--- src/hw/rtl/npci_pkg.sv ---
// Shared types, codes and the colour distance function of the nearest palette colour search.
package npci_pkg;

  // Command codes carried by an input transaction.
  localparam logic CMD_WRITE = 1'b0;
  localparam logic CMD_QUERY = 1'b1;

  // Largest Manhattan distance between two RGB888 colours (255+255+255).
  localparam logic [9:0] MAX_DISTANCE = 10'd765;

  // Reset value of the entries-in-use register.
  localparam logic [8:0] ENTRIES_RESET = 9'd256;

  // Input transaction.
  typedef struct packed {
    logic        command;
    logic [7:0]  entry_index;
    logic [23:0] color;
  } in_item_t;

  // Result transaction.
  typedef struct packed {
    logic [7:0] best_index;
    logic       found;
    logic       exact_match;
    logic [9:0] best_distance;
  } out_item_t;

  // Search state handed from one cell to the next.
  typedef struct packed {
    logic [23:0] color;
    logic        found;
    logic [9:0]  best_distance;
    logic [7:0]  best_index;
  } query_tok_t;

  // Absolute difference of two 8-bit channels.
  function automatic logic [7:0] chan_diff(input logic [7:0] a, input logic [7:0] b);
    logic [7:0] d;
    d = (a > b) ? (a - b) : (b - a);
    return d;
  endfunction

  // Sum of the absolute red, green and blue differences.
  function automatic logic [9:0] color_distance(input logic [23:0] p, input logic [23:0] q);
    logic [9:0] dr;
    logic [9:0] dg;
    logic [9:0] db;
    dr = {2'b00, chan_diff(p[23:16], q[23:16])};
    dg = {2'b00, chan_diff(p[15:8], q[15:8])};
    db = {2'b00, chan_diff(p[7:0], q[7:0])};
    return dr + dg + db;
  endfunction

endpackage

--- src/hw/rtl/npci_cell.sv ---
// One palette cell: holds a single entry and refines the passing search state.
module npci_cell #(
  parameter int CELL_IDX = 0
) (
  input  logic                   clk,
  input  logic                   rst_n,
  input  logic                   wr_en,
  input  logic [7:0]             wr_index,
  input  logic [23:0]            wr_color,
  input  logic [8:0]             count,
  input  logic                   tok_valid_in,
  input  npci_pkg::query_tok_t   tok_in,
  output logic                   tok_valid_out,
  output npci_pkg::query_tok_t   tok_out
);

  // Only the first 256 slots can be addressed or searched.
  localparam bit         IN_RANGE = (CELL_IDX < 256);
  localparam logic [7:0] IDX8     = 8'(CELL_IDX % 256);
  localparam logic [8:0] IDX9     = {1'b0, IDX8};

  logic [23:0]          entry_r;
  logic                 valid_r;
  npci_pkg::query_tok_t tok_r;
  npci_pkg::query_tok_t tok_nxt;
  logic                 active;
  logic [9:0]           cell_distance;
  logic                 take;

  // Store the palette entry when a write addresses this slot.
  always_ff @(posedge clk) begin
    if (wr_en && IN_RANGE && (wr_index == IDX8)) begin
      entry_r <= wr_color;
    end
  end

  // The cell competes only when its slot lies below the entries in use.
  assign active        = IN_RANGE && (count > IDX9);
  assign cell_distance = npci_pkg::color_distance(entry_r, tok_in.color);
  assign take          = active && (!tok_in.found || (cell_distance < tok_in.best_distance));

  // A strictly smaller distance replaces the best so far, so ties keep the earlier slot.
  always_comb begin
    tok_nxt = tok_in;
    if (take) begin
      tok_nxt.found         = 1'b1;
      tok_nxt.best_distance = cell_distance;
      tok_nxt.best_index    = IDX8;
    end
  end

  // Hand the search state on to the next cell.
  always_ff @(posedge clk) begin
    if (!rst_n) begin
      valid_r <= 1'b0;
    end else begin
      valid_r <= tok_valid_in;
    end
  end

  always_ff @(posedge clk) begin
    tok_r <= tok_nxt;
  end

  assign tok_valid_out = valid_r;
  assign tok_out       = tok_r;

endmodule

--- config.mk ---
export PLATFORM = sky130hd
export DESIGN_NAME = npci_cell
export DESIGN_NICKNAME = d
export VERILOG_FILES = /design/src/hw/rtl/npci_pkg.sv /design/src/hw/rtl/npci_cell.sv
export SDC_FILE = /design/constraint.sdc
export NUM_CORES = 1
export LEC_CHECK = 0
export BUFFER_PORTS_ARGS = -buffer_cell sky130_fd_sc_hd__buf_2
export CORE_MARGIN = 1.5
export CORE_UTILIZATION = 48
export DETAILED_ROUTE_END_ITERATION = 10
export PLACE_DENSITY = 0.78
export SLEW_MARGIN = 20
export SYNTH_ARGS = -nofsm -noshare
export SYNTH_HDL_FRONTEND = slang
export SYNTH_SLANG_ARGS = --single-unit
--- constraint.sdc ---
create_clock -name clk -period 4.8 [get_ports clk]
set_input_delay 0 -clock clk [delete_from_list [all_inputs] [get_ports clk]]
set_output_delay 0 -clock clk [all_outputs]
set_load 0.02 [all_outputs]
==> impl_metrics.tcl <==
set metrics [dict create \
    clock_latency_ns 0.35 \
    core-area_um2 9153 \
    cts_root_buf "clkbuf_8" \
    hold_path.class "in2reg" \
    worst_ep_arrival_time_ns 5.35 \
    synthAdderAreaFrac_pct 23.79 \
    cts_tree "yes" \
    fillerInstances 640 \
    fmax_ghz 0.1954 \
    path_clk_slew_ns 0.07 \
    ant_nets 0 \
    status "complete, but fails checks" \
    violations "setup timing" \
    die_area_um2 9901 \
    syn_to_final_growth_pct 47.64 \
    rsz0062_at_grt "yes" \
    die_h_um 99.51 \
    antenna_cells 0 \
    yosysUniqueCellTypes 38 \
    fin_ws_ns -0.3190 \
    hpwl_um 7517 \
    muxShareOfSynthArea_pct 7.473 \
    grt_max_degree 25 \
    end_kind "flop" \
    r2r_cells 24 \
    fp.dieW_um 99.51 \
    grt_antenna_before_repair 0 \
    path_class "reg2reg" \
    drtIter0Drc 110 \
    synth_warnings 0 \
    synthArstFlopShare_pct 0 \
    grt_pass1_vias 4088 \
    h-tree-depth 3 \
    synthFlopType "dfxtp_1" \
    synth-compound-area-share_pct 14.47 \
    viasPerCell 4.976 \
    fin_skew_ns 0.008492 \
    syn_inst 428 \
    critical_path_required_ns 5.03 \
    synth_edf_count 24 \
    port_buffers 131 \
    synth_top_family_by_area "adder cells" \
    instances_no_fill 790 \
    grt_pass1_wl_um 17260 \
    start_kind "flop" \
    layout_commonest_cell "buf_2" \
    yosys.area_share.simple_pct 6.997 \
    grt_use_total_pct 21.57 \
    drv_slew 0 \
    routed_wl_um 10780 \
    synth_xor_area_share_pct 4.702 \
    tightest_slew_ns 0.4101 \
    finalCriticalPeriod_ns 5.119 \
    layout.nets 838 \
    io_pins 132 \
    drt_pass1_iterations 4 \
    setup_viol 18 \
    grt_overflow_total 0 \
    total_power_uw 2546 \
    netlist_area_um2 4471 \
    syn_nets 592 \
    place_ws_ns -0.2917 \
    rows 35 \
    post_drt_wl_per_cell_um 13.64 \
    layout_common_cells "buf_2, inv_1, dlygate4sd3_1, ha_1, dfxtp_1" \
    crit_path_max_fanout 5 \
    power_density_nw_per_um2 385.8 \
    fin_crit_sh_pct 106.6 \
    ys_seq_area_share_pct 35.82 \
    cts_inserted_buffers 9 \
    final_core_utilization_pct 72.11 \
    holdPathStages 4 \
    dr_total_vias 3931 \
    power_leakage_uw 0.003281 \
    clk_path_buf_depth 2 \
    cts.sinks 68 \
    cap_viol_max_count 0 \
    hold_viol_final 0 \
    maxSlewHeadroom_pct 72.53 \
    drc 0 \
    dpl.cell_count 700 \
    ys_ff_latch 68 \
    avgSynthCellArea_um2 10.45 \
    ir_drop_mv 0.2310 \
    place_congestion 0.9198 \
    final_layout_size_suffix_gt1_share_pct 35.79 \
    initial_utilization_pct 48.84 \
]
-- sequential cells by signal, indices dropped and copies added, names as in the netlist --
| signal | count |
|---|---|
| tok_out | 43 |
| tok_valid_out | 1 |
| entry_r | 24 |
-- power breakdown --
group | switching [uW] | leakage [uW] | total, uW | internal [uW]
logic | 652 | 0.00258 | 1320 | 670
registers | 16.9 | 0.000584 | 695 | 678
clock network | 232 | 0.000117 | 528 | 296
total | 901 | 0.00328 | 2550 | 1640
-- critical path: stages, from the launching register on --
cell and delay [ns]:
edfxtp_1 0.39, inv_1 0.07, ha_1 0.14, inv_1 0.06
fa_2 0.34, a21o_1 0.19, a21oi_2 0.19, nor2_2 0.08
a2bb2oi_4 0.18, mux2i_2 0.25, xnor2_2 0.12, fa_1 0.54
inv_1 0.04, ha_1 0.30, a21o_1 0.17, a21oi_1 0.16
nand2_1 0.10, a31oi_1 0.22, xnor2_1 0.14, ha_1 0.30
nand2_2 0.09, nor2_4 0.14, a211oi_4 0.06, a31oi_2 0.37
mux2_2 0.38
-- synth_stat cells (3+ instances only) --
library cell  number  area share [%]
inv_1             76             6.4
a21oi_1           46             5.1
xor2_1            11             2.2
fa_1              15             6.7
ha_1              61              17
nand4_1            5            0.70
mux2i_1           18             4.0
a21o_1            10             1.7
dfxtp_1           44              20
o21ai_1            3            0.34
edfxtp_1          24              16
nor2_1             8            0.67
xnor2_1           13             2.5
and2_1             4            0.56
o21bai_1           6             1.0
mux2_2            11             2.8
a2bb2oi_4          3             1.8
nor3_1             3            0.34
nand2_1           17             1.4
and2_2             8             1.3
o21ai_0           14             1.6
a21boi_0           6             1.0
-- path summary, 6_finish.rpt --
| path | from | end | slack (ns) |
|---|---|---|---|
| worst min-delay path | count[7] | tok_out[18]$_SDFF_PP1_ | 0.1 |
| worst min register to register | entry_r[16]$_DFFE_PP_ | tok_out[8]$_DFF_P_ | 1.13 |
| worst max-delay path | entry_r[0]$_DFFE_PP_ | tok_out[14]$_DFF_P_ | -0.32 |
| worst max register to register | entry_r[0]$_DFFE_PP_ | tok_out[14]$_DFF_P_ | -0.32 |
-- repair_timing --
| action | in CTS | in global routing |
|---|---|---|
| pin swaps | 2 | 1 |
| hold buffers | 69 | 0 |
| endpoints found under the setup margin | 18 | 18 |
| resized for setup | 2 | 13 |
| hold endpoints to repair | 68 | 0 |
| setup buffers | 3 | 1 |
| gates cloned | 1 | 0 |
-- final cells by class --
class,count,area [um2],area share [%]
clock buffers,13,212.7,3.223
clock inverters,3,21.27,0.3223
inverters,76,285.3,4.322
multi-input cells,283,2720,41.21
flip-flops and latches,68,1602,24.27
well taps,111,138.9,2.104
repair buffers,236,1620,24.55
-- routing by layer --
metal / part of all wire, % / up-vias / track usage [%]
met4: 1.2 / 0 / 6.284
met3: 5.0 / 14 / 4.638
met5: 0 / - / 0
met2: 53 / 140 / 42.94
met1: 40 / 1834 / 22.41
li1: - / 1943 / -
-- through the flow --
stage | area [um2] | hold WS [ns] | TNS, ns
finish | 6600 | 0.09947 | -5.039
global route | 6600 | 0.1122 | -8.966
CTS | 6534 | 0.08474 | -3.876
detailed placement | 5563 | 0.1208 | -4.740
global placement | 5563 | 0.1174 | -0.7948
floorplan | 4538 | 0.02772 | -0.05170
-- logic make-up after synthesis --
family / Yosys count
DFF: 68
xor gates and xnor gates: 24
AOI/OAI and AO/OA: 94
and+or+nand+nor: 57
muxes: 31
adders and majority gates: 76
buffers and inverters: 78
(Power assumes the default switching activity.)
